### config.mk
export PLATFORM = sky130hd
export DESIGN_NAME = websocket_frame_decoder
export DESIGN_NICKNAME = d
export VERILOG_FILES = /design/src/rtl/core/wfd_pkg.sv /design/src/rtl/core/wfd_in_reg.sv /design/src/rtl/core/wfd_parser.sv /design/src/rtl/core/wfd_out_reg.sv /design/src/rtl/core/websocket_frame_decoder.sv
export SDC_FILE = /design/constraint.sdc
export NUM_CORES = 1
export LEC_CHECK = 0
export BUFFER_PORTS_ARGS = -buffer_cell sky130_fd_sc_hd__buf_2
export CAP_MARGIN = 20
export CELL_PAD_IN_SITES_DETAIL_PLACEMENT = 1
export CELL_PAD_IN_SITES_GLOBAL_PLACEMENT = 2
export CORE_AREA = 2 2 126 97
export CTS_CLUSTER_DIAMETER = 120
export DETAILED_ROUTE_END_ITERATION = 10
export DIE_AREA = 0 0 128 99
export GPL_TIMING_DRIVEN = 0
export PLACE_DENSITY = 0.78
export SYNTH_ARGS = -nofsm -noshare
export SYNTH_HDL_FRONTEND = slang
export SYNTH_SLANG_ARGS = --single-unit
### constraint.sdc
create_clock -name clk -period 3.02 [get_ports clk]
set_input_delay 0.604 -clock clk [delete_from_list [all_inputs] [get_ports clk]]
set_output_delay 0.604 -clock clk [all_outputs]
set_load 0.02 [all_outputs]
### src/rtl/core/wfd_pkg.sv
package wfd_pkg;

  typedef struct packed {
    logic [7:0] rx_byte;
    logic       last_in_buffer;
  } in_item_t;

  typedef struct packed {
    logic [7:0] payload_byte;
    logic       has_byte;
    logic       frame_done;
    logic [1:0] frame_status;
  } out_item_t;

  typedef logic [2:0] phase_t;

  localparam phase_t PH_HDR0   = 3'd0;
  localparam phase_t PH_HDR1   = 3'd1;
  localparam phase_t PH_EXTHI  = 3'd2;
  localparam phase_t PH_EXTLO  = 3'd3;
  localparam phase_t PH_KEY    = 3'd4;
  localparam phase_t PH_DATA   = 3'd5;
  localparam phase_t PH_IGNORE = 3'd6;

  localparam logic [1:0] ST_DATA  = 2'd0;
  localparam logic [1:0] ST_CLOSE = 2'd1;
  localparam logic [1:0] ST_LONG  = 2'd2;
  localparam logic [1:0] ST_SHORT = 2'd3;

  localparam logic [3:0] OPC_MASK   = 4'hF;
  localparam logic [3:0] OPC_CLOSE  = 4'h8;
  localparam logic [6:0] LEN_EXT16  = 7'd126;
  localparam logic [6:0] LEN_EXT64  = 7'd127;

endpackage

### src/rtl/core/wfd_in_reg.sv
module wfd_in_reg (
  input  logic              clk,
  input  logic              rst_n,
  input  logic              in_valid,
  output logic              in_ready,
  input  wfd_pkg::in_item_t in_data,
  input  logic              take,
  output logic              stage_valid,
  output wfd_pkg::in_item_t stage_item
);
  import wfd_pkg::*;

  logic     valid_r;
  logic     valid_nxt;
  in_item_t item_r;

  assign in_ready    = !valid_r || take;
  assign valid_nxt   = (in_valid && in_ready) || (valid_r && !take);
  assign stage_valid = valid_r;
  assign stage_item  = item_r;

  always_ff @(posedge clk) begin
    if (!rst_n) begin
      valid_r <= 1'b0;
    end else begin
      valid_r <= valid_nxt;
    end
  end

  always_ff @(posedge clk) begin
    if (in_valid && in_ready) begin
      item_r <= in_data;
    end
  end

endmodule

### src/rtl/core/wfd_parser.sv
module wfd_parser (
  input  logic               clk,
  input  logic               rst_n,
  input  logic               step,
  input  wfd_pkg::in_item_t  item,
  output logic               produce,
  output wfd_pkg::out_item_t res
);
  import wfd_pkg::*;

  phase_t      phase_r, phase_nxt;
  logic [3:0]  opcode_r, opcode_nxt;
  logic        masked_r, masked_nxt;
  logic [15:0] remain_r, remain_nxt;
  logic [31:0] key_r, key_nxt;
  logic [1:0]  kpos_r, kpos_nxt;
  logic [1:0]  status_r, status_nxt;
  logic        has;
  logic [7:0]  pay;
  logic [7:0]  key_byte;
  logic [6:0]  len7;
  logic [1:0]  end_status;
  logic        in_header;

  assign len7     = item.rx_byte[6:0];
  assign key_byte = key_r[{~kpos_r, 3'b000} +: 8];

  always_comb begin
    phase_nxt  = phase_r;
    opcode_nxt = opcode_r;
    masked_nxt = masked_r;
    remain_nxt = remain_r;
    key_nxt    = key_r;
    kpos_nxt   = kpos_r;
    status_nxt = status_r;
    has        = 1'b0;
    pay        = 8'h00;
    unique case (phase_r)
      PH_HDR0: begin
        opcode_nxt = item.rx_byte[3:0] & OPC_MASK;
        phase_nxt  = PH_HDR1;
      end
      PH_HDR1: begin
        masked_nxt = item.rx_byte[7];
        key_nxt    = 32'h0;
        kpos_nxt   = 2'd0;
        if (opcode_r == OPC_CLOSE) begin
          status_nxt = ST_CLOSE;
          phase_nxt  = PH_IGNORE;
        end else if (len7 == LEN_EXT64) begin
          status_nxt = ST_LONG;
          phase_nxt  = PH_IGNORE;
        end else if (len7 == LEN_EXT16) begin
          phase_nxt = PH_EXTHI;
        end else begin
          remain_nxt = {9'd0, len7};
          phase_nxt  = item.rx_byte[7] ? PH_KEY : PH_DATA;
        end
      end
      PH_EXTHI: begin
        remain_nxt = {item.rx_byte, 8'h00};
        phase_nxt  = PH_EXTLO;
      end
      PH_EXTLO: begin
        remain_nxt = {remain_r[15:8], item.rx_byte};
        phase_nxt  = masked_r ? PH_KEY : PH_DATA;
      end
      PH_KEY: begin
        key_nxt  = {key_r[23:0], item.rx_byte};
        kpos_nxt = kpos_r + 2'd1;
        if (kpos_r == 2'd3) begin
          phase_nxt = PH_DATA;
        end
      end
      PH_DATA: begin
        if (remain_r != 16'd0) begin
          pay        = item.rx_byte ^ (masked_r ? key_byte : 8'h00);
          has        = 1'b1;
          kpos_nxt   = kpos_r + 2'd1;
          remain_nxt = remain_r - 16'd1;
        end
      end
      default: begin
      end
    endcase

    in_header = (phase_nxt == PH_HDR1) || (phase_nxt == PH_EXTHI) ||
                (phase_nxt == PH_EXTLO) || (phase_nxt == PH_KEY);
    end_status = in_header ? ST_SHORT : status_nxt;

    if (item.last_in_buffer) begin
      phase_nxt  = PH_HDR0;
      opcode_nxt = 4'h0;
      masked_nxt = 1'b0;
      remain_nxt = 16'd0;
      key_nxt    = 32'h0;
      kpos_nxt   = 2'd0;
      status_nxt = ST_DATA;
    end
  end

  assign produce          = has || item.last_in_buffer;
  assign res.payload_byte = pay;
  assign res.has_byte     = has;
  assign res.frame_done   = item.last_in_buffer;
  assign res.frame_status = item.last_in_buffer ? end_status : ST_DATA;

  always_ff @(posedge clk) begin
    if (!rst_n) begin
      phase_r  <= PH_HDR0;
      opcode_r <= 4'h0;
      masked_r <= 1'b0;
      remain_r <= 16'd0;
      key_r    <= 32'h0;
      kpos_r   <= 2'd0;
      status_r <= ST_DATA;
    end else if (step) begin
      phase_r  <= phase_nxt;
      opcode_r <= opcode_nxt;
      masked_r <= masked_nxt;
      remain_r <= remain_nxt;
      key_r    <= key_nxt;
      kpos_r   <= kpos_nxt;
      status_r <= status_nxt;
    end
  end

  a_last_clears: assert property (@(posedge clk) disable iff (!rst_n)
    step && item.last_in_buffer |=> phase_r == PH_HDR0 && status_r == ST_DATA)
    else $error("parser state not cleared after the last byte of a buffer");

  a_kpos_idle: assert property (@(posedge clk) disable iff (!rst_n)
    (phase_r != PH_KEY && phase_r != PH_DATA) |-> kpos_r == 2'd0)
    else $error("key position moved outside key or payload phase");

  a_byte_in_data: assert property (@(posedge clk) disable iff (!rst_n)
    step && res.has_byte |-> phase_r == PH_DATA && remain_r != 16'd0)
    else $error("payload byte emitted outside payload phase");

  a_ignore_status: assert property (@(posedge clk) disable iff (!rst_n)
    phase_r == PH_IGNORE |-> (status_r == ST_CLOSE || status_r == ST_LONG))
    else $error("ignore phase entered without close or long status");

endmodule

### src/rtl/core/wfd_out_reg.sv
module wfd_out_reg (
  input  logic               clk,
  input  logic               rst_n,
  input  logic               load,
  input  wfd_pkg::out_item_t res,
  output logic               space,
  output logic               out_valid,
  input  logic               out_ready,
  output wfd_pkg::out_item_t out_data
);
  import wfd_pkg::*;

  logic      valid_r;
  logic      valid_nxt;
  out_item_t item_r;

  assign space     = !valid_r || out_ready;
  assign valid_nxt = load || (valid_r && !out_ready);
  assign out_valid = valid_r;
  assign out_data  = item_r;

  always_ff @(posedge clk) begin
    if (!rst_n) begin
      valid_r <= 1'b0;
    end else begin
      valid_r <= valid_nxt;
    end
  end

  always_ff @(posedge clk) begin
    if (load) begin
      item_r <= res;
    end
  end

endmodule

### src/rtl/core/websocket_frame_decoder.sv
// Channel   Ports                            Moves
// input     in_valid, in_ready, in_data      one buffer byte and its last flag
// output    out_valid, out_ready, out_data   one payload byte and/or end status
//
// Each item is held in the input register, and its result is held in the result
// register, from which it is presented.
// One item is accepted per cycle while the result side keeps up.
// Reset returns the parser to the first header byte of a new buffer.
// A stalled result holds the parser and input register; in_ready drops
// only when both registers are full.
module websocket_frame_decoder (
  input  logic               clk,
  input  logic               rst_n,
  input  logic               in_valid,
  output logic               in_ready,
  input  wfd_pkg::in_item_t  in_data,
  output logic               out_valid,
  input  logic               out_ready,
  output wfd_pkg::out_item_t out_data
);
  import wfd_pkg::*;

  logic      stage_valid;
  in_item_t  stage_item;
  logic      space;
  logic      step;
  logic      produce;
  out_item_t res;

  assign step = stage_valid && space;

  wfd_in_reg u_in_reg (
    .clk         (clk),
    .rst_n       (rst_n),
    .in_valid    (in_valid),
    .in_ready    (in_ready),
    .in_data     (in_data),
    .take        (step),
    .stage_valid (stage_valid),
    .stage_item  (stage_item)
  );

  wfd_parser u_parser (
    .clk     (clk),
    .rst_n   (rst_n),
    .step    (step),
    .item    (stage_item),
    .produce (produce),
    .res     (res)
  );

  wfd_out_reg u_out_reg (
    .clk       (clk),
    .rst_n     (rst_n),
    .load      (step && produce),
    .res       (res),
    .space     (space),
    .out_valid (out_valid),
    .out_ready (out_ready),
    .out_data  (out_data)
  );

endmodule

Yosys cells after proc, flatten, opt, wreduce, memory -nomap -nowiden --
Index checks and enable logic that the tools add are counted.
Operators by class: add/subtract/negate cells 2, equality and inequality tests 18, shifts and indexed selects 1, multiplexer cells 31, bitwise operators 2, reduce and logical (&&, ||, !) cells 32
Operators by type and width (number):
- 16-bit 2-to-1 mux | 5
- 16-bit case mux with 4 select lines | 1
- 32-bit case mux with 2 select lines | 1
- 32-bit 2-to-1 mux | 1
- 32-bit by 6-bit indexed part select with 8-bit output | 1
- 16-bit nonzero test | 1
- 16-bit by 1-bit subtractor with 16-bit output (second input constant) | 1
- 3-bit 2-to-1 mux | 5
- 3-bit case mux with 5 select lines | 1
- 7-bit equality test (second input constant) | 2
- 2-bit 2-to-1 mux | 7
- 3-bit by 2-bit equality test with 1-bit output (second input constant) | 4
- 3-bit equality test (second input constant) | 3
- 3-bit inequality test (second input constant) | 3
- 1-bit logical OR | 8
- 4-bit 2-to-1 mux | 2
- 8-bit 2-to-1 mux | 1
- 2-bit AND reduction | 4
- 4-bit nonzero test | 2
- 8-bit bitwise XOR | 1
- 7-bit AND reduction | 1
- 3-bit by 1-bit equality test with 1-bit output (second input constant) | 2
- 1-bit 2-to-1 mux | 6
- 2-bit case mux with 3 select lines | 1
- other kinds (14) | 22
Storage, ports and cells: register bits after elaboration 83, input port bits 13, output and inout port bits 14, word-level logic and storage cells 102

Logic depth before layout (Yosys ltp) --
depth in word-level cells 10, depth in mapped cells 8, depth with buffers taken out 8

Cells and area by module --
From an unflattened synthesis, not the netlist that was laid out.
Unflattened totals: cell total of the unflattened synthesis 445, area total of the unflattened synthesis 4164.0 µm²
By module, submodules not included:
- wfd_parser | times used 1, cells each 413, area each 3414.5 µm², sequential area each 1201.2 µm²
- wfd_out_reg | times used 1, cells each 16, area each 409.1 µm², sequential area each 380.4 µm²
- wfd_in_reg | times used 1, cells each 14, area each 327.8 µm², sequential area each 290.3 µm²
- websocket_frame_decoder | times used 1, cells each 2, area each 12.5 µm², sequential area each 0.0 µm²

Worst setup path after synthesis --
No wires, ideal clock.
kind reg2reg, start point reg u_parser.remain_r[0], end point reg u_out_reg.item_r (netlist bit u_out_reg.out_data[0]), enable pin, setup time 385 ps, arrival 1858 ps, data required time 2635 ps, path slack 777 ps, stages on the path, launching flop included 7, path buffers 0, clock period less this slack 2243 ps, cells stage by stage dfxtp_1 -> inv_1 -> ha_1 -> nor2b_1 -> nand4b_1 -> o21ai_2 -> a21oi_1
Between the ends: longest elaborated chain between the ends 5
RTL lines:
- start: declaration | line wfd_parser.sv:14 | logic [15:0] remain_r, remain_nxt;
- start signal: assignment | line wfd_parser.sv:121 | remain_r <= remain_nxt;
- 16-bit nonzero test | line wfd_parser.sv:76 | if (remain_r != 16'd0) begin
- 1-bit 2-to-1 mux | line wfd_parser.sv:76
- 1-bit 2-to-1 mux | line wfd_parser.sv:38 | unique case (phase_r)
- 1-bit logical OR | line wfd_parser.sv:102 | assign produce = has || item.last_in_buffer;
- 1-bit logical AND | line websocket_frame_decoder.sv:55 | .load (step && produce),
- named net u_out_reg.load | line wfd_out_reg.sv:4 | input logic load,
- end signal: assignment | line wfd_out_reg.sv:32 | item_r <= res;
- end: declaration | line wfd_out_reg.sv:15 | out_item_t item_r;
The timed path passes the listed nets, and every way through them passes these cells. A chain may end at the register's enable or synchronous reset.

Worst setup path after layout --
start point reg u_parser.remain_r[0], end point reg u_out_reg.item_r (netlist bit u_out_reg.out_data[6]), enable pin
The elaborated chain is that of the path after synthesis.

==> flow_metrics.env <==
export IMPL_finalInstanceArea_um2=4870
export IMPL_fin_worst_skew_ns=0.00531
export IMPL_cp_start_kind="register"
export IMPL_area_growth_pct=13.8
export IMPL_wl_met1_um=6940
export IMPL_vias_per_cell=5.71
export IMPL_cts_tree="done"
export IMPL_diodes=0
export IMPL_overflow=0
export IMPL_arrival_ns=2.81
export IMPL_slowest_delay_ns=0.55
export IMPL_hold_path_class="in2reg"
export IMPL_syn_avg_cell_area_um2=9.27
export IMPL_port_buffers=26
export IMPL_grt_total_usage_pct=22.6
export IMPL_p_sw_share_pct=26.0
export IMPL_clk_latency_ns=0.35
export IMPL_hold_viol=0
export IMPL_synth_edff_count=21
export IMPL_vias=3709
export IMPL_wl_per_cell_um=20.6
export IMPL_max_cap_violations=0
export IMPL_syn_inst=462
export IMPL_ys_types=73
export IMPL_clk_pin_slew_worst_paths_ns=0.06
export IMPL_ys_warn_count=0
export IMPL_netSwitchingPower_mw=0.635
export IMPL_hold_ws_ns=0.432
export IMPL_slew_headroom_pct=49.1
export IMPL_nets=515
export IMPL_syn_area_um2=4280
export IMPL_core_area_um2=11400
export IMPL_die_h_um=99
export IMPL_path_cells="inv_1 -> ha_1 -> nor2b_1 -> nand4b_1 -> o21ai_2 -> a21oi_1 -> buf_4"
export IMPL_cts_sinks=83
export IMPL_cpLargestDelayFamily="compound AO/OA/AOI/OAI gates"
export IMPL_drt_total_wl_um=13400
export IMPL_dp_final_hpwl_um=9350
export IMPL_max_freq_mhz=370
export IMPL_run_status="finished, final reports clean"
export IMPL_post_synth_top_area_cell="dfxtp_1"
export IMPL_synth_top_cell_area_share_pct=29.0
export IMPL_holdBufCountCts=0
export IMPL_fillCellCount=1322
export IMPL_fp_row_count=34
export IMPL_comb_power_share_pct=8.5
export IMPL_grt_setup_unrepaired="false"
export IMPL_drive_gt1_share_pct=14.3
export IMPL_worst_slew_pin_slew_ns=0.760
export IMPL_ys_seq_area_share_pct=43.7
export IMPL_drv_slew=0
export IMPL_cts_repair_resized=0
export IMPL_start_util_pct=37.6
export IMPL_setup_viol=0
export IMPL_fp_dieW_um=128
export IMPL_synth_main_ff_cell="dfxtp_1"
export IMPL_antenna_found_initial=0
export IMPL_clockBufferDepth=2
export IMPL_syn_nets=477
export IMPL_firstDrtPassIters=4
export IMPL_async_reset_ff_share_pct=0
export IMPL_grt_pass1_vias=3807
export IMPL_routed_wl_met3_um=616
export IMPL_dieArea_um2=12700
export IMPL_worst_path_max_delay_cell="o21ai_2"
export IMPL_crit_buf_inv=2
export IMPL_fin_crit_sh_pct=89.5
export IMPL_p_leak_nw=1.64
export IMPL_drc=0
export IMPL_crit_type="reg2reg"
export IMPL_root_buffer="clkbuf_16"
export IMPL_p_int_mw=1.81
export IMPL_grt_pass1_wl_um=21500
export IMPL_power_mw=2.44
export IMPL_synthTopCellsByCount="nand2_1, dfxtp_1, nand3_1"
export IMPL_required_ns=3.13
export IMPL_cts_setup_buffers=0
export IMPL_cp_max_fo=10
export IMPL_tns_ns=0
export IMPL_ir_drop_mv=0.267
export IMPL_p_per_area_nw_per_um2=501
export IMPL_place_area_um2=4590
export IMPL_top_layer="met4"
export IMPL_place_congestion=0.845
export IMPL_numCtsBuffers=9
export IMPL_route_antenna_remaining_nets=0
export IMPL_netlist_top_cells_area="dfxtp_1, edfxtp_1, nand2_1, a21boi_1, nand3_1"
export IMPL_cts_max_level=3
export IMPL_clockPowerShare_pct=42.9
export IMPL_fin_crit_ns=2.70
export IMPL_grt_max_degree=15
export IMPL_yosysMostFrequentCell="nand2_1"
export IMPL_end_kind="register"
export IMPL_drt_iter0_drc=223
export IMPL_pwr_share_seq_pct=48.6
export IMPL_io_pins=27
export IMPL_route_met2_wl_um=5570
export IMPL_ys_ff_latch=83
## power by group through the flow
stage / clock [mW] / combinational (mW) / sequential [mW]
finish: 1.05 / 0.207 / 1.19
global route: 1.11 / 0.226 / 1.19
CTS: 1.07 / 0.205 / 1.19
detailed placement: 0 / 0.204 / 1.21
global placement: 0 / 0.200 / 1.21
floorplan: 0 / 0.136 / 1.20
## per-stage QoR
step,utilization (%),std cells,setup slack (ns)
6_report,42.7,649,0.316
5_1_grt,42.7,649,0.208
4_1_cts,42.7,648,0.149
3_5_place_dp,40.3,632,0.168
3_3_place_gp,40.3,632,0.310
2_1_floorplan,-,462,0.777
## layout by cell type (no fill, tap or decap), types with 5 or more instances in the layout
cell type	netlist	final
clkbuf_16	0	9
mux4_2	8	8
xor2_1	8	8
clkbuf_1	21	22
nand3_1	42	42
xnor2_1	6	6
a21boi_1	31	31
nor3_1	5	5
mux2i_1	8	8
nor2b_1	13	13
inv_1	7	7
o22ai_1	5	5
and2_1	5	5
nand4_1	7	7
a22oi_1	7	7
dfxtp_1	62	62
nand2b_1	5	5
o21ai_0	9	9
edfxtp_1	21	21
buf_2	5	31
a21oi_1	13	13
nor2_1	21	21
a21boi_0	9	9
nand2_1	71	71
## worst register-to-register path, delay by kind of cell, from the launching register on
family,cells,cell delay [ns]
AND/OR/NAND/NOR,2,0.75
AO/OA/AOI/OAI,2,0.82
adder cells (fa/ha/maj),1,0.23
buffers and inverters,2,0.32
flip-flops,1,0.36
## sequential cells by signal, indices dropped and copies added, names as in the netlist
name,count
u_in_reg.stage_item,9
u_in_reg.stage_valid,1
u_out_reg.out_data,12
u_out_reg.out_valid,1
u_parser.key_r,32
u_parser.kpos_r,2
u_parser.masked_r,1
u_parser.opcode_r,4
u_parser.phase_r,3
u_parser.remain_r,16
u_parser.status_r,2
## cell families (layout without fill, tap and decap cells)
family | count (synthesis) | after routing | synth area share (%)
AOI/OAI and AO/OA | 107 | 107 | 18.1
adders and majority gates | 2 | 2 | 0.584
muxes | 16 | 16 | 6.08
xor gates and xnor gates | 14 | 14 | 2.86
and+or+nand+nor | 199 | 199 | 24.5
DFF | 83 | 83 | 43.7
buffers and inverters | 41 | 84 | 4.18
## layout make-up
cell class / instances / area (um^2) / share of cell area (%)
Multi-Input combinational cell: 338 / 2230 / 45.8
Sequential cell: 83 / 1870 / 38.4
Clock buffer: 11 / 243 / 4.98
Tap cell: 144 / 180 / 3.70
Buffer: 32 / 145 / 2.98
Timing Repair Buffer: 27 / 138 / 2.82
Inverter: 9 / 33.8 / 0.693
Clock inverter: 5 / 30.0 / 0.616
## routing by layer
metal,track usage [%],vias to the layer above
met3,4.99,21
met2,32.7,93
met5,0,-
met1,33.3,1845
met4,7.61,0
li1,-,1750
## worst paths after layout
check	start	endpoint	slack, ns	depth (start not counted)
min	in_data[1]	u_in_reg.stage_item[1]$_DFFE_PP_	0.43	1
max	u_parser.remain_r[0]$_SDFFE_PN0P_	u_out_reg.out_data[6]$_SDFFCE_PN0P_	0.32	7
max reg2reg	u_parser.remain_r[0]$_SDFFE_PN0P_	u_out_reg.out_data[6]$_SDFFCE_PN0P_	0.32	7
min reg2reg	u_parser.key_r[27]$_SDFFE_PN0P_	u_parser.key_r[27]$_SDFFE_PN0P_	0.46	2
Power figures use the tool's default switching activity.
